File: src/design/hsa_pkg.sv
// Shared types, constants and helper functions of the HLS hue/saturation unit.
// Depends on nothing; every other design file imports it.
package hsa_pkg;

    // Channel divisor of the HLS-to-RGB conversion (85 * 255) and its reciprocal.
    // The reciprocal is ceil(2^32 / 21675); its quotient is high by at most one.
    localparam logic [14:0] CHAN_DEN   = 15'd21675;
    localparam logic [17:0] CHAN_RECIP = 18'd198154;

    // Divider geometry shared by the hue and saturation dividers.
    localparam int DivNumW = 17;
    localparam int DivDenW = 9;
    localparam int DivQuoW = 8;

    // Reset value of the saturation gain register.
    localparam logic signed [8:0] SAT_ADJ_RESET = 9'sd102;

    // Configuration register indexes.
    typedef enum logic [1:0] {
        REG_HUE_OFFSET = 2'd0,
        REG_LIGHTNESS  = 2'd1,
        REG_SATURATION = 2'd2
    } reg_idx_t;

    // Configuration registers as seen by the datapath.
    typedef struct packed {
        logic signed [8:0] hue_offset;
        logic signed [8:0] lightness_adjust;
        logic signed [8:0] saturation_adjust;
    } cfg_t;

    // One pixel in HLS form after adjustment.
    typedef struct packed {
        logic [7:0] hue;
        logic [7:0] light;
        logic [7:0] sat;
        logic       eof;
    } hls_pix_t;

    // Floor of x / 255 for x below 65280.
    function automatic logic [7:0] div255(input logic [15:0] x);
        logic [16:0] t;
        t = {1'b0, x} + 17'd1 + {9'd0, x[15:8]};
        return t[15:8];
    endfunction

endpackage

File: src/design/hsa_rgb2hls.sv
// First stage: RGB to lightness plus the numerators and divisors of hue and saturation.
// Depends on hsa_pkg.
module hsa_rgb2hls
    import hsa_pkg::*;
(
    input  logic        clk,
    input  logic        rst_n,
    input  logic        en,
    input  logic        in_valid,
    input  logic [7:0]  in_red,
    input  logic [7:0]  in_green,
    input  logic [7:0]  in_blue,
    input  logic        in_eof,
    output logic        out_valid,
    output logic [16:0] sat_num,
    output logic [8:0]  sat_den,
    output logic [16:0] hue_num,
    output logic [8:0]  hue_den,
    output logic [7:0]  light,
    output logic        eof
);

    logic [7:0]         mx;
    logic [7:0]         mn;
    logic [8:0]         sum;
    logic [7:0]         d;
    logic [9:0]         kd;
    logic signed [9:0]  q;
    logic signed [11:0] t;
    logic signed [18:0] hn;
    logic               valid_reg;
    logic [16:0]        sat_num_reg, sat_num_next;
    logic [8:0]         sat_den_reg, sat_den_next;
    logic [16:0]        hue_num_reg, hue_num_next;
    logic [8:0]         hue_den_reg, hue_den_next;
    logic [7:0]         light_reg;
    logic               eof_reg;

    // Extremes, sector and raw quotient operands.
    always_comb
    begin
        mx = (in_red > in_green) ? in_red : in_green;
        if (in_blue > mx)
        begin
            mx = in_blue;
        end
        mn = (in_red < in_green) ? in_red : in_green;
        if (in_blue < mn)
        begin
            mn = in_blue;
        end
        sum = {1'b0, mx} + {1'b0, mn};
        d   = mx - mn;
        if (in_red == mx)
        begin
            kd = 10'd0;
            q  = $signed({2'b00, in_green}) - $signed({2'b00, in_blue});
        end
        else if (in_green == mx)
        begin
            kd = {1'b0, d, 1'b0};
            q  = $signed({2'b00, in_blue}) - $signed({2'b00, in_red});
        end
        else
        begin
            kd = {d, 2'b00};
            q  = $signed({2'b00, in_red}) - $signed({2'b00, in_green});
        end
        t  = $signed({2'b00, kd}) + $signed({{2{q[9]}}, q});
        hn = $signed({{7{t[11]}}, t}) * 19'sd85;
        if (hn < 0)
        begin
            hn = hn + $signed({2'b00, {9'd0, d} * 17'd510});
        end

        // A gray pixel has zero hue and saturation; a unit divisor keeps the dividers sane.
        if (d == 8'd0)
        begin
            sat_num_next = '0;
            sat_den_next = 9'd1;
            hue_num_next = '0;
            hue_den_next = 9'd1;
        end
        else
        begin
            sat_num_next = {9'd0, d} * 17'd255;
            sat_den_next = sum[8] ? (9'd511 - sum) : sum;
            hue_num_next = hn[16:0];
            hue_den_next = {d, 1'b0};
        end
    end

    // Stage register.
    always_ff @(posedge clk or negedge rst_n)
    begin
        if (!rst_n)
        begin
            valid_reg <= 1'b0;
        end
        else if (en)
        begin
            valid_reg <= in_valid;
        end
    end

    always_ff @(posedge clk)
    begin
        if (en)
        begin
            sat_num_reg <= sat_num_next;
            sat_den_reg <= sat_den_next;
            hue_num_reg <= hue_num_next;
            hue_den_reg <= hue_den_next;
            light_reg   <= sum[8:1];
            eof_reg     <= in_eof;
        end
    end

    assign out_valid = valid_reg;
    assign sat_num   = sat_num_reg;
    assign sat_den   = sat_den_reg;
    assign hue_num   = hue_num_reg;
    assign hue_den   = hue_den_reg;
    assign light     = light_reg;
    assign eof       = eof_reg;

endmodule

File: src/design/hsa_div.sv
// Pipelined restoring divider, one quotient bit per stage, with a side channel.
// Depends on hsa_pkg for its default geometry; the quotient must fit QUO_W bits.
module hsa_div
    import hsa_pkg::*;
#(
    parameter int NUM_W  = DivNumW,
    parameter int DEN_W  = DivDenW,
    parameter int QUO_W  = DivQuoW,
    parameter int SIDE_W = 1
)
(
    input  logic              clk,
    input  logic              rst_n,
    input  logic              en,
    input  logic              in_valid,
    input  logic [NUM_W-1:0]  num,
    input  logic [DEN_W-1:0]  den,
    input  logic [SIDE_W-1:0] in_side,
    output logic              out_valid,
    output logic [QUO_W-1:0]  quo,
    output logic [SIDE_W-1:0] out_side
);

    localparam int CmpW = NUM_W + DEN_W + QUO_W;

    logic [NUM_W-1:0]  rem_reg  [0:QUO_W];
    logic [NUM_W-1:0]  rem_next [1:QUO_W];
    logic [DEN_W-1:0]  den_reg  [0:QUO_W];
    logic [QUO_W-1:0]  quo_reg  [0:QUO_W];
    logic [QUO_W-1:0]  quo_next [1:QUO_W];
    logic [SIDE_W-1:0] side_reg [0:QUO_W];
    logic [QUO_W:0]    valid_reg;

    // One trial subtraction per stage, highest quotient bit first.
    always_comb
    begin
        logic [CmpW-1:0] trial;
        for (int k = 0; k < QUO_W; k++)
        begin
            trial = CmpW'(den_reg[k]) << (QUO_W - 1 - k);
            rem_next[k+1] = rem_reg[k];
            quo_next[k+1] = quo_reg[k];
            if (CmpW'(rem_reg[k]) >= trial)
            begin
                rem_next[k+1] = NUM_W'(CmpW'(rem_reg[k]) - trial);
                quo_next[k+1][QUO_W-1-k] = 1'b1;
            end
        end
    end

    // Valid bits travel with the stages.
    always_ff @(posedge clk or negedge rst_n)
    begin
        if (!rst_n)
        begin
            valid_reg <= '0;
        end
        else if (en)
        begin
            valid_reg <= {valid_reg[QUO_W-1:0], in_valid};
        end
    end

    always_ff @(posedge clk)
    begin
        if (en)
        begin
            rem_reg[0]  <= num;
            den_reg[0]  <= den;
            quo_reg[0]  <= '0;
            side_reg[0] <= in_side;
            for (int k = 1; k <= QUO_W; k++)
            begin
                rem_reg[k]  <= rem_next[k];
                den_reg[k]  <= den_reg[k-1];
                quo_reg[k]  <= quo_next[k];
                side_reg[k] <= side_reg[k-1];
            end
        end
    end

    assign out_valid = valid_reg[QUO_W];
    assign quo       = quo_reg[QUO_W];
    assign out_side  = side_reg[QUO_W];

endmodule

File: src/design/hsa_adjust.sv
// Two stages that apply hue offset, lightness scaling and saturation gain.
// Depends on hsa_pkg (cfg_t, hls_pix_t, div255).
module hsa_adjust
    import hsa_pkg::*;
(
    input  logic     clk,
    input  logic     rst_n,
    input  logic     en,
    input  cfg_t     cfg,
    input  logic     in_valid,
    input  hls_pix_t in_pix,
    output logic     out_valid,
    output hls_pix_t out_pix
);

    logic signed [9:0] hue_sum;
    logic signed [8:0] la;
    logic signed [8:0] sa;
    logic [8:0]        sat_gain;
    logic [7:0]        lfac;
    logic [7:0]        lmul;
    logic [1:0]        valid_reg;
    logic [7:0]        hue_reg, hue_next;
    logic [7:0]        lbase_reg, lbase_next;
    logic [15:0]       lprod_reg, lprod_next;
    logic [16:0]       sprod_reg, sprod_next;
    logic              eof_reg;
    hls_pix_t          pix_reg, pix_next;

    // First stage: wrapped hue and the scaling products.
    always_comb
    begin
        hue_sum = $signed({2'b00, in_pix.hue}) + $signed({cfg.hue_offset[8], cfg.hue_offset});
        if (hue_sum < 0)
        begin
            hue_sum = hue_sum + 10'sd255;
        end
        else if (hue_sum > 10'sd255)
        begin
            hue_sum = hue_sum - 10'sd255;
        end
        hue_next = hue_sum[7:0];

        la = (cfg.lightness_adjust == -9'sd256) ? -9'sd255 : cfg.lightness_adjust;
        if (la < 0)
        begin
            lfac       = in_pix.light;
            lmul       = 8'(9'sd255 + la);
            lbase_next = 8'd0;
        end
        else
        begin
            lfac       = 8'd255 - in_pix.light;
            lmul       = la[7:0];
            lbase_next = in_pix.light;
        end
        lprod_next = lfac * lmul;

        sa         = (cfg.saturation_adjust == -9'sd256) ? -9'sd255 : cfg.saturation_adjust;
        sat_gain   = 9'(10'sd255 + {sa[8], sa});
        sprod_next = {9'd0, in_pix.sat} * {8'd0, sat_gain};
    end

    // Second stage: divide by 255 and clamp saturation.
    always_comb
    begin
        pix_next.hue   = hue_reg;
        pix_next.light = lbase_reg + div255(lprod_reg);
        pix_next.sat   = (sprod_reg >= 17'd65280) ? 8'd255 : div255(sprod_reg[15:0]);
        pix_next.eof   = eof_reg;
    end

    always_ff @(posedge clk or negedge rst_n)
    begin
        if (!rst_n)
        begin
            valid_reg <= '0;
        end
        else if (en)
        begin
            valid_reg <= {valid_reg[0], in_valid};
        end
    end

    always_ff @(posedge clk)
    begin
        if (en)
        begin
            hue_reg   <= hue_next;
            lbase_reg <= lbase_next;
            lprod_reg <= lprod_next;
            sprod_reg <= sprod_next;
            eof_reg   <= in_pix.eof;
            pix_reg   <= pix_next;
        end
    end

    assign out_valid = valid_reg[1];
    assign out_pix   = pix_reg;

endmodule

File: src/design/hsa_hls2rgb.sv
// Five stages that convert an adjusted HLS pixel back to RGB.
// Depends on hsa_pkg (hls_pix_t, CHAN_DEN, CHAN_RECIP).
module hsa_hls2rgb
    import hsa_pkg::*;
(
    input  logic       clk,
    input  logic       rst_n,
    input  logic       en,
    input  logic       in_valid,
    input  hls_pix_t   in_pix,
    output logic       out_valid,
    output logic [7:0] out_red,
    output logic [7:0] out_green,
    output logic [7:0] out_blue,
    output logic       out_eof
);

    // Weight of (M2 - M1) for one channel; the middle band uses 85 so that
    // 85*M2 / 21675 equals M2 / 255.
    function automatic logic [6:0] chan_coef(input logic [7:0] h, input logic signed [7:0] off);
        logic signed [9:0] x;
        logic [7:0]        xu;
        logic [7:0]        span;
        x = $signed({2'b00, h}) + $signed({{2{off[7]}}, off});
        if (x > 10'sd255)
        begin
            x = x - 10'sd255;
        end
        else if (x < 0)
        begin
            x = x + 10'sd255;
        end
        xu   = x[7:0];
        span = 8'd170 - xu;
        if (xu <= 8'd42)
        begin
            return {xu[5:0], 1'b0};
        end
        else if (xu <= 8'd127)
        begin
            return 7'd85;
        end
        else if (xu <= 8'd169)
        begin
            return {span[5:0], 1'b0};
        end
        return 7'd0;
    endfunction

    logic [15:0]      p_ls;
    logic [16:0]      m2_next;
    logic [16:0]      m1_next;
    logic [4:0]       valid_reg;
    logic [16:0]      m2_reg;
    logic [7:0]       l_reg;
    logic [2:0][6:0]  coef1_reg;
    logic [2:0][6:0]  coef2_reg;
    logic [16:0]      m1_reg;
    logic [16:0]      diff_reg;
    logic [2:0][22:0] v3_reg;
    logic [2:0][22:0] v4_reg;
    logic [2:0][8:0]  q0_reg;
    logic [2:0][7:0]  rgb_reg;
    logic [4:0]       eof_reg;
    logic [2:0][22:0] v_next;
    logic [2:0][8:0]  q0_next;
    logic [2:0][7:0]  rgb_next;

    // First stage: M2 from lightness and saturation.
    always_comb
    begin
        p_ls = in_pix.light * in_pix.sat;
        if (!in_pix.light[7])
        begin
            m2_next = {9'd0, in_pix.light} * 17'd255 + {1'b0, p_ls};
        end
        else
        begin
            m2_next = {9'd0, in_pix.light} * 17'd255 + {9'd0, in_pix.sat} * 17'd255
                      - {1'b0, p_ls};
        end
    end

    // Second stage: M1 = 2L - M2 on the 65025 scale.
    assign m1_next = {9'd0, l_reg} * 17'd510 - m2_reg;

    // Third to fifth stages: weighted numerator, reciprocal estimate, correction.
    always_comb
    begin
        logic [40:0] prod;
        logic [23:0] chk;
        for (int c = 0; c < 3; c++)
        begin
            v_next[c]  = 23'(m1_reg) * 23'd85 + 23'(diff_reg) * 23'(coef2_reg[c]);
            prod       = 41'(v3_reg[c]) * 41'(CHAN_RECIP);
            q0_next[c] = prod[40:32];
            chk        = 24'(q0_reg[c]) * 24'(CHAN_DEN);
            rgb_next[c] = (chk > {1'b0, v4_reg[c]}) ? 8'(q0_reg[c] - 9'd1) : q0_reg[c][7:0];
        end
    end

    always_ff @(posedge clk or negedge rst_n)
    begin
        if (!rst_n)
        begin
            valid_reg <= '0;
        end
        else if (en)
        begin
            valid_reg <= {valid_reg[3:0], in_valid};
        end
    end

    always_ff @(posedge clk)
    begin
        if (en)
        begin
            m2_reg       <= m2_next;
            l_reg        <= in_pix.light;
            coef1_reg[0] <= chan_coef(in_pix.hue, 8'sd85);
            coef1_reg[1] <= chan_coef(in_pix.hue, 8'sd0);
            coef1_reg[2] <= chan_coef(in_pix.hue, -8'sd85);
            m1_reg       <= m1_next;
            diff_reg     <= m2_reg - m1_next;
            coef2_reg    <= coef1_reg;
            v3_reg       <= v_next;
            v4_reg       <= v3_reg;
            q0_reg       <= q0_next;
            rgb_reg      <= rgb_next;
            eof_reg      <= {eof_reg[3:0], in_pix.eof};
        end
    end

    assign out_valid = valid_reg[4];
    assign out_red   = rgb_reg[0];
    assign out_green = rgb_reg[1];
    assign out_blue  = rgb_reg[2];
    assign out_eof   = eof_reg[4];

endmodule

File: src/design/hls_hue_saturation_adjust_unit.sv
// HLS hue / lightness / saturation adjustment of an RGB pixel stream.
//
// The slave stream carries one pixel per transfer: tdata holds red, green and
// blue, tlast marks the last pixel of an image. The master stream returns the
// adjusted pixel in the same layout, with tlast copied through.
// The cfg channel writes the hue offset, lightness adjust and saturation
// adjust registers (indexes 0, 1, 2; other indexes are dropped). It is always
// ready; write it only while no pixel is in flight.
// An input transfer passes one stage of RGB-to-HLS, nine stages of the hue and
// saturation dividers (an input register, then one quotient bit per stage), two
// adjust stages and five HLS-to-RGB stages before its output beat. One pixel
// enters per cycle unless the output beat is held. The whole pipeline shares one
// enable, so when the receiver holds tready low with a beat waiting, every stage
// freezes and s_axis_tready drops; nothing is lost or repeated. Reset clears all
// valid bits and sets the registers to hue 0, lightness 0, saturation 102.
// Depends on hsa_pkg, hsa_rgb2hls, hsa_div, hsa_adjust and hsa_hls2rgb.
module hls_hue_saturation_adjust_unit
    import hsa_pkg::*;
(
    input  logic        clk,
    input  logic        rst_n,
    input  logic        s_axis_tvalid,
    output logic        s_axis_tready,
    input  logic [23:0] s_axis_tdata,   // in_red [7:0], in_green [15:8], in_blue [23:16]
    input  logic        s_axis_tlast,   // end_of_frame
    output logic        m_axis_tvalid,
    input  logic        m_axis_tready,
    output logic [23:0] m_axis_tdata,   // out_red [7:0], out_green [15:8], out_blue [23:16]
    output logic        m_axis_tlast,   // frame_done
    input  logic        cfg_valid,
    output logic        cfg_ready,
    input  logic [1:0]  cfg_index,
    input  logic [8:0]  cfg_data
);

    logic        en;
    cfg_t        cfg_reg;
    logic        s1_valid;
    logic [16:0] s1_sat_num;
    logic [8:0]  s1_sat_den;
    logic [16:0] s1_hue_num;
    logic [8:0]  s1_hue_den;
    logic [7:0]  s1_light;
    logic        s1_eof;
    logic        hdiv_valid;
    logic        sdiv_valid;
    logic [7:0]  hdiv_quo;
    logic [7:0]  sdiv_quo;
    logic        hdiv_eof;
    logic [7:0]  sdiv_light;
    hls_pix_t    div_pix;
    logic        adj_valid;
    hls_pix_t    adj_pix;
    logic        out_valid;
    logic [7:0]  out_red;
    logic [7:0]  out_green;
    logic [7:0]  out_blue;
    logic        out_eof;

    // Pipeline advances unless the output beat is held.
    assign en            = !out_valid || m_axis_tready;
    assign s_axis_tready = en;
    assign cfg_ready     = 1'b1;

    // Configuration register file.
    always_ff @(posedge clk or negedge rst_n)
    begin
        if (!rst_n)
        begin
            cfg_reg.hue_offset        <= '0;
            cfg_reg.lightness_adjust  <= '0;
            cfg_reg.saturation_adjust <= SAT_ADJ_RESET;
        end
        else if (cfg_valid)
        begin
            unique case (cfg_index)
                REG_HUE_OFFSET: cfg_reg.hue_offset        <= $signed(cfg_data);
                REG_LIGHTNESS:  cfg_reg.lightness_adjust  <= $signed(cfg_data);
                REG_SATURATION: cfg_reg.saturation_adjust <= $signed(cfg_data);
                default:        cfg_reg                   <= cfg_reg;
            endcase
        end
    end

    // RGB to HLS operands.
    hsa_rgb2hls u_rgb2hls (
        .clk       (clk),
        .rst_n     (rst_n),
        .en        (en),
        .in_valid  (s_axis_tvalid),
        .in_red    (s_axis_tdata[7:0]),
        .in_green  (s_axis_tdata[15:8]),
        .in_blue   (s_axis_tdata[23:16]),
        .in_eof    (s_axis_tlast),
        .out_valid (s1_valid),
        .sat_num   (s1_sat_num),
        .sat_den   (s1_sat_den),
        .hue_num   (s1_hue_num),
        .hue_den   (s1_hue_den),
        .light     (s1_light),
        .eof       (s1_eof)
    );

    // Hue divider; carries the frame flag.
    hsa_div #(
        .NUM_W  (DivNumW),
        .DEN_W  (DivDenW),
        .QUO_W  (DivQuoW),
        .SIDE_W (1)
    ) u_hue_div (
        .clk       (clk),
        .rst_n     (rst_n),
        .en        (en),
        .in_valid  (s1_valid),
        .num       (s1_hue_num),
        .den       (s1_hue_den),
        .in_side   (s1_eof),
        .out_valid (hdiv_valid),
        .quo       (hdiv_quo),
        .out_side  (hdiv_eof)
    );

    // Saturation divider; carries the lightness.
    hsa_div #(
        .NUM_W  (DivNumW),
        .DEN_W  (DivDenW),
        .QUO_W  (DivQuoW),
        .SIDE_W (8)
    ) u_sat_div (
        .clk       (clk),
        .rst_n     (rst_n),
        .en        (en),
        .in_valid  (s1_valid),
        .num       (s1_sat_num),
        .den       (s1_sat_den),
        .in_side   (s1_light),
        .out_valid (sdiv_valid),
        .quo       (sdiv_quo),
        .out_side  (sdiv_light)
    );

    assign div_pix.hue   = hdiv_quo;
    assign div_pix.light = sdiv_light;
    assign div_pix.sat   = sdiv_quo;
    assign div_pix.eof   = hdiv_eof;

    // Register-controlled adjustment.
    hsa_adjust u_adjust (
        .clk       (clk),
        .rst_n     (rst_n),
        .en        (en),
        .cfg       (cfg_reg),
        .in_valid  (hdiv_valid && sdiv_valid),
        .in_pix    (div_pix),
        .out_valid (adj_valid),
        .out_pix   (adj_pix)
    );

    // HLS back to RGB; its last stage is the output register.
    hsa_hls2rgb u_hls2rgb (
        .clk       (clk),
        .rst_n     (rst_n),
        .en        (en),
        .in_valid  (adj_valid),
        .in_pix    (adj_pix),
        .out_valid (out_valid),
        .out_red   (out_red),
        .out_green (out_green),
        .out_blue  (out_blue),
        .out_eof   (out_eof)
    );

    assign m_axis_tvalid = out_valid;
    assign m_axis_tdata  = {out_blue, out_green, out_red};
    assign m_axis_tlast  = out_eof;

endmodule
File: config.mk
export PLATFORM = sky130hd
export DESIGN_NAME = hls_hue_saturation_adjust_unit
export DESIGN_NICKNAME = d
export VERILOG_FILES = /design/src/design/hsa_pkg.sv /design/src/design/hsa_rgb2hls.sv /design/src/design/hsa_div.sv /design/src/design/hsa_adjust.sv /design/src/design/hsa_hls2rgb.sv /design/src/design/hls_hue_saturation_adjust_unit.sv
export SDC_FILE = /design/constraint.sdc
export NUM_CORES = 2
export LEC_CHECK = 0
export BUFFER_PORTS_ARGS = -buffer_cell sky130_fd_sc_hd__buf_2
export CAP_MARGIN = 20
export CORE_MARGIN = 2
export CORE_UTILIZATION = 55
export CTS_CLUSTER_SIZE = 20
export DETAILED_ROUTE_END_ITERATION = 16
export GPL_TIMING_DRIVEN = 0
export PLACE_DENSITY = 0.75
export SLEW_MARGIN = 0
export SYNTH_ARGS = -nofsm -noshare
export SYNTH_HDL_FRONTEND = slang
export SYNTH_SLANG_ARGS = --single-unit
File: constraint.sdc
create_clock -name clk -period 37.6 [get_ports clk]
set_input_delay 1.88 -clock clk [delete_from_list [all_inputs] [get_ports clk]]
set_output_delay 1.88 -clock clk [all_outputs]
set_load 0.05 [all_outputs]
### Word-level counts from Yosys, hierarchy flattened

Memory sizes are Yosys's and may differ from the RTL's. A register that Yosys moved wholly into a read port is not among the register bits.
Cells that the tools add are included.

| storage, ports and cells | value |
|---|---|
| memory bits (writable) | 693 |
| word-level logic and storage cells | 285 |
| flip-flop bits (word level) | 483 |
| memories | 8 |
| bits in latches | 0 |
| memory bits (read-only) | 0 |

Memory list:

| memory | words | bits a word | rd ports | clocked after memory_dff | wr ports | line | source |
|---|---|---|---|---|---|---|---|
| u_hue_div.rem_reg | 9 | 17 | 8 | 0 | 9 | hsa_div.sv:26 | `logic [NUM_W-1:0] rem_reg [0:QUO_W];` |
| u_sat_div.rem_reg | 9 | 17 | 8 | 0 | 9 | hsa_div.sv:26 |  |
| u_hue_div.den_reg | 9 | 9 | 8 | 0 | 9 | hsa_div.sv:28 | `logic [DEN_W-1:0] den_reg [0:QUO_W];` |
| u_sat_div.den_reg | 9 | 9 | 8 | 0 | 9 | hsa_div.sv:28 |  |
| u_hue_div.quo_reg | 9 | 8 | 9 | 0 | 9 | hsa_div.sv:29 | `logic [QUO_W-1:0] quo_reg [0:QUO_W];` |
| u_sat_div.quo_reg | 9 | 8 | 9 | 0 | 9 | hsa_div.sv:29 |  |
| 2 more memories | - | - | - | - | - | - |  |

| cells by class | value |
|---|---|
| mux-type cells | 85 |
| add/subtract/negate cells | 57 |
| shift-type cells | 0 |
| bitwise logic cells | 4 |
| $mul | 19 |
| div/mod/pow operators | 0 |
| reductions and logical operators | 12 |
| eq/ne operators | 6 |
| order comparisons | 43 |

Operators with widths:

| operator | count |
|---|---|
| 17-bit two-way mux | 18 |
| 8-bit two-way mux | 21 |
| 23-bit by 17-bit multiplier with 40-bit output (second input constant) | 3 |
| 8-bit by 8-bit multiplier with 16-bit output (second input constant) | 5 |
| 24-bit by 23-bit > comparator with 1-bit output | 3 |
| 9-bit by 15-bit multiplier with 24-bit output (second input constant) | 3 |
| 23-bit adder | 3 |
| 17-bit by 7-bit multiplier with 23-bit output | 3 |
| 7-bit two-way mux | 9 |
| 17-bit by 16-bit subtractor with 17-bit output | 3 |
| 8-bit by 1-bit subtractor with 8-bit output (second input constant) | 6 |
| 10-bit two-way mux | 4 |
| 16-bit by 16-bit adder with 17-bit output | 2 |
| 17-bit by 10-bit >= comparator with 1-bit output | 2 |
| 17-bit by 11-bit >= comparator with 1-bit output | 2 |
| 17-bit by 12-bit >= comparator with 1-bit output | 2 |
| 17-bit by 13-bit >= comparator with 1-bit output | 2 |
| 17-bit by 14-bit >= comparator with 1-bit output | 2 |
| 17-bit by 15-bit >= comparator with 1-bit output | 2 |
| 17-bit by 16-bit >= comparator with 1-bit output | 2 |
| 17-bit by 9-bit >= comparator with 1-bit output | 2 |
| 17-bit by 10-bit subtractor with 17-bit output | 2 |
| 17-bit by 11-bit subtractor with 17-bit output | 2 |
| 17-bit by 12-bit subtractor with 17-bit output | 2 |
| other kinds (55) | 121 |

### Longest topological paths before layout

| depth | value |
|---|---|
| word-level depth | 12 |
| mapped depth | 57 |
| gate-level depth less buffers | 55 |

### By module

A second synthesis with hierarchy kept.

| unflattened totals | value |
|---|---|
| cell total of the unflattened synthesis | 9421 |
| area, all modules | 100980.6 um^2 |

Modules (own cells, without submodules):

| module | instances | area an instance (um^2) | cells an instance |
|---|---|---|---|
| hsa_hls2rgb | 1 | 54980.2 | 5484 |
| hsa_div (u_sat_div) | 1 | 14412.6 | 1015 |
| hsa_div (u_hue_div) | 1 | 12527.0 | 953 |
| hsa_rgb2hls | 1 | 9491.6 | 1062 |
| hsa_adjust | 1 | 8518.2 | 845 |
| hls_hue_saturation_adjust_unit | 1 | 1051.0 | 62 |

### Worst setup path after synthesis

No wires, ideal clock.

| timing path | value |
|---|---|
| path kind | input to register |
| start point | input port m_axis_tready |
| end point | register u_hue_div.valid_reg[0] |
| data required time | 37413 ps |
| slack | 4558 ps |
| library setup time | 187 ps |
| buffers on the path | 2 |
| arrival | 32855 ps |
| stages | 4 |
| cell sequence | nand2b_1 -> clkbuf_1 -> clkbuf_1 -> mux2_2 |

| between the ends | value |
|---|---|
| word-level cells in the longest chain between the ends | 1 |

Ends and longest elaborated chain:

| what | line | source |
|---|---|---|
| start: declaration | hls_hue_saturation_adjust_unit.sv:27 | `input logic m_axis_tready,` |
| 1-bit logical OR | hls_hue_saturation_adjust_unit.sv:61 | `assign en = !out_valid \|\| m_axis_tready;` |
| via s_axis_tready | hls_hue_saturation_adjust_unit.sv:23 | `output logic s_axis_tready,` |
| end signal: assignment | hsa_div.sv:60 | `valid_reg <= {valid_reg[QUO_W-1:0], in_valid};` |
| end: declaration | hsa_div.sv:32 | `logic [QUO_W:0] valid_reg;` |

The timed path passes the listed nets, and every way through them passes these cells.
A chain may end at the register's enable or synchronous reset.

### Worst setup path after layout

| timing path | value |
|---|---|
| start point | input port s_axis_tdata[15] |
| end point | register u_rgb2hls.hue_num_reg[15] (netlist: u_rgb2hls.hue_num[15]) (data pin) |

| between the ends | value |
|---|---|
| word-level cells in the longest chain between the ends | 11 |
| elaborated cells on any way between the ends | 24 |

Ends and longest elaborated chain:

| what | line | source |
|---|---|---|
| start: declaration | hls_hue_saturation_adjust_unit.sv:24 | `input logic [23:0] s_axis_tdata,` |
| 8-bit > comparator / 8-bit < comparator (equally long branches) | hsa_rgb2hls.sv:42, hsa_rgb2hls.sv:47 |  |
| 8-bit two-way mux (on tied branches) | hsa_rgb2hls.sv:42, hsa_rgb2hls.sv:47 |  |
| 8-bit > comparator / 8-bit < comparator (equally long branches) | hsa_rgb2hls.sv:43, hsa_rgb2hls.sv:48 |  |
| 8-bit two-way mux (on tied branches) | hsa_rgb2hls.sv:43, hsa_rgb2hls.sv:48 |  |
| 8-bit subtractor (*) | hsa_rgb2hls.sv:53 | `d = mx - mn;` |
| via u_rgb2hls.d[5] | hsa_rgb2hls.sv:26 | `logic [7:0] d;` |
| 10-bit two-way mux | hsa_rgb2hls.sv:59 | `else if (in_green == mx)` |
| 10-bit two-way mux | hsa_rgb2hls.sv:54 | `if (in_red == mx)` |
| 11-bit by 10-bit adder with 12-bit output | hsa_rgb2hls.sv:69 | `t = $signed({2'b00, kd}) + $signed({{2{q[9]}}, q});` |
| 12-bit by 8-bit multiplier with 19-bit output | hsa_rgb2hls.sv:70 | `hn = $signed({{7{t[11]}}, t}) * 19'sd85;` |
| 17-bit adder / 19-bit by 1-bit < comparator with 1-bit output (equally long branches) | hsa_rgb2hls.sv:73, hsa_rgb2hls.sv:71 |  |
| 17-bit two-way mux | hsa_rgb2hls.sv:71 | `if (hn < 0)` |
| end signal: assignment | hsa_rgb2hls.sv:112 | `hue_num_reg <= hue_num_next;` |
| end: declaration | hsa_rgb2hls.sv:34 | `logic [16:0] hue_num_reg, hue_num_next;` |

Mark *: on every way through the listed nets, which the timed path passes. The rest lies on a longest branch.

==> flow_metrics.env <==
export IMPL_status="finished clean"
export IMPL_fp_dieArea_um2=183000
export IMPL_finalSetupViolations=0
export IMPL_max_freq_mhz=68.1
export IMPL_slowest_delay_ns=0.83
export IMPL_finalSetupTns_ns=0
export IMPL_cts_resized_gates=0
export IMPL_gp_congestion=0.921
export IMPL_numPortBuffers=67
export IMPL_grt_antenna_before_repair=0
export IMPL_worstMarginPinSlew_ns=1.19
export IMPL_yosysUniqueCellTypes=96
export IMPL_period_needed_ns=14.69
export IMPL_rrSetupSlack_ns=26.96
export IMPL_dp_hpwl_um=166000
export IMPL_grt_overflow_total=0
export IMPL_grt_pass1_wl_um=340000
export IMPL_yosysSeqAreaShare_pct=31.1
export IMPL_clock_root_buffer="clkbuf_16"
export IMPL_ant_nets=0
export IMPL_whs_path_depth=0
export IMPL_viasPerCell=5.47
export IMPL_reg2reg_depth=27
export IMPL_post_place_ws_ns=22.21
export IMPL_largest_reg_flops=136
export IMPL_critPathSlowestCell="xnor2_1"
export IMPL_drt_met1_wl_um=82800
export IMPL_vias=64848
export IMPL_drt_pass1_iter_count=6
export IMPL_syn_area_per_cell_um2=10.7
export IMPL_critPathBufInv=12
export IMPL_ys_flop_type="edfxtp_1"
export IMPL_drt_wirelength_per_cell_um=17.3
export IMPL_async_reset_ff_share_pct=4.28
export IMPL_yosysWarnings=0
export IMPL_holdCritStartpoint="u_hls2rgb.coef1_reg[5]$_SDFFCE_PN0P_"
export IMPL_ys_ff_latch=1028
export IMPL_slew_viol_final=0
export IMPL_worst_setup_path_type="in2reg"
export IMPL_areaGrowthSynthToFinish_pct=7.78
export IMPL_die_x_um=428
export IMPL_holdBufCountCts=0
export IMPL_fin_ws_ns=22.91
export IMPL_core_um2=178000
export IMPL_clk_insertion_delay_late_ns=0.77
export IMPL_path_max_fanout=10
export IMPL_synth_cells=9198
export IMPL_min_to="u_hls2rgb.coef2_reg[5]$_DFFE_PP_"
export IMPL_die_y_um=428
export IMPL_dpl_cell_count=11648
export IMPL_top_layer="met4"
export IMPL_drt_iter0_drc=3729
export IMPL_hp_class="reg2reg"
export IMPL_cts_setup_buffers=0
export IMPL_cts_tree="done"
export IMPL_r2r_end="u_hls2rgb.m2_reg[15]$_DFFE_PP_"
export IMPL_drc=0
export IMPL_grt_start_max_net_pins=76
export IMPL_cts_made_buffers=114
export IMPL_r2r_start="u_adjust.out_pix[16]$_DFFE_PP_"
export IMPL_layout_common_cells="inv_1, ha_1, edfxtp_1"
export IMPL_instances_no_fill=11865
export IMPL_layout_drive_gt1_share_pct=4.04
export IMPL_synth_edf_count=984
export IMPL_nets=11898
export IMPL_htreeDepth=3
export IMPL_max_cap_viol_count=0
export IMPL_syn_area_um2=98700
export IMPL_grtUsageTotal_pct=23.0
export IMPL_maxSlewHeadroom_pct=20.4
export IMPL_finalCritPeriodShare_pct=39.1
export IMPL_critPathTopFamily="compound AO/OA/AOI/OAI gates"
export IMPL_arrival_ns=15.20
export IMPL_ios=69
export IMPL_start_kind="input pin"
export IMPL_rsz0062_at_grt="no"
export IMPL_cts_sinks=1028
export IMPL_skew_ns=0.0530
export IMPL_drt_wl_total_um=205000
export IMPL_start_util_pct=55.3
export IMPL_hold_violations=0
export IMPL_cts_clk_slew_worst_paths_ns=0.06
export IMPL_grt_pass1_vias=68377
export IMPL_critPathCaptureType="flip-flop"
export IMPL_route_met3_wl_um=7540
export IMPL_layout_commonest_cell="inv_1"
export IMPL_route_met2_wl_um=107000
export IMPL_cts_buffer_depth=3
export IMPL_row_count=155
export IMPL_cp_common_cell="ha_1"
export IMPL_cp_required_ns=38.11
export IMPL_n_antenna_cell=0
-- worst register-to-register path: cells and delay by family, from the launching register on --
| kind | cells | cell delay, ns |
|---|---|---|
| xor+xnor | 2 | 0.44 |
| flops | 1 | 0.64 |
| simple gates | 2 | 0.34 |
| fa+ha+maj | 11 | 5.27 |
| buf+inv | 5 | 1.84 |
| compound gates | 7 | 1.84 |
-- cell type report --
type                       count  area, um^2
clock inverter                81         905
timing repair buffer          83         761
inverter                    1701        6380
multi-input combinational   6356       61200
buffer                       126         497
fill                       14321       72100
tap                         2355        2950
clock buffer                 135        3010
sequential                  1028       30700
-- Yosys cell counts (17+ instances only) --
cell type	number	area, um^2
nand2b_1	83	519
dfrtp_1	40	1000
o21a_1	66	495
nand4_1	56	350
nor2b_1	113	707
xnor2_1	410	3590
or3_1	31	194
a21oi_1	442	2210
and2_1	294	1840
mux2_2	55	619
edfxtp_1	984	29500
nand3_1	93	465
o21bai_1	66	495
fa_1	872	17500
ha_1	1575	19700
a21o_1	168	1260
nor4_1	33	206
xor2_1	184	1610
a21boi_0	58	435
clkbuf_1	117	439
a211oi_1	30	225
mux2i_1	41	410
nor3_1	87	435
a31oi_1	31	194
or2_2	24	150
o211ai_1	17	128
o21ai_0	288	1440
inv_1	1700	6380
nand2_1	525	1970
nor2_1	407	1530
and3_1	35	219
o31ai_1	20	150
-- cells by family (layout without fill, tap and decap cells) --
group                      count (synthesis)  after routing  share of synthesized area [%]
xor gates and xnor gates                 595            595                           5.30
and+or+nand+nor                         1855           1855                           9.35
DFF                                     1028           1028                           31.1
other                                      2             15                        0.00761
adders and majority gates               2447           2447                           37.7
AOI/OAI and AO/OA                       1347           1347                           8.59
muxes                                     97             97                           1.05
buffers and inverters                   1827           2126                           6.97
-- per-layer routing --
metal,vias up,global-route usage (%)
li1,31326,-
met1,31808,27.4
met2,1320,42.7
met3,394,2.46
met4,0,8.62
met5,-,0
-- how the worst max path moves through the flow --
stage,from,end,slack (ns),depth (start not counted)
after floorplan,m_axis_tready,u_hue_div.valid_reg[0]$_DFFE_PN0P_,4.56,4
after global placement,m_axis_tready,s_axis_tready,-6.36,5
after detailed placement,s_axis_tdata[15],u_rgb2hls.hue_num[16]$_SDFFCE_PP0P_,22.21,54
after CTS,s_axis_tdata[15],u_rgb2hls.hue_num[16]$_SDFFCE_PP0P_,23.00,53
after global routing,s_axis_tdata[15],u_rgb2hls.hue_num[16]$_SDFFCE_PP0P_,22.09,54
final,s_axis_tdata[15],u_rgb2hls.hue_num[15]$_SDFFCE_PP0P_,22.91,52
-- metrics by stage --
step	area (um^2)	hold WS [ns]	utilization [%]
final	106000	0.404	59.6
after global routing	106000	0.414	59.6
after CTS	106000	0.410	59.6
after detailed placement	102000	0.405	57.4
after global placement	102000	0.401	57.2
after floorplan	98700	0.400	-
Power is left out: the tool's default activity adds up to more than one toggle a clock period on the data nets, which glitch-free logic cannot reach.
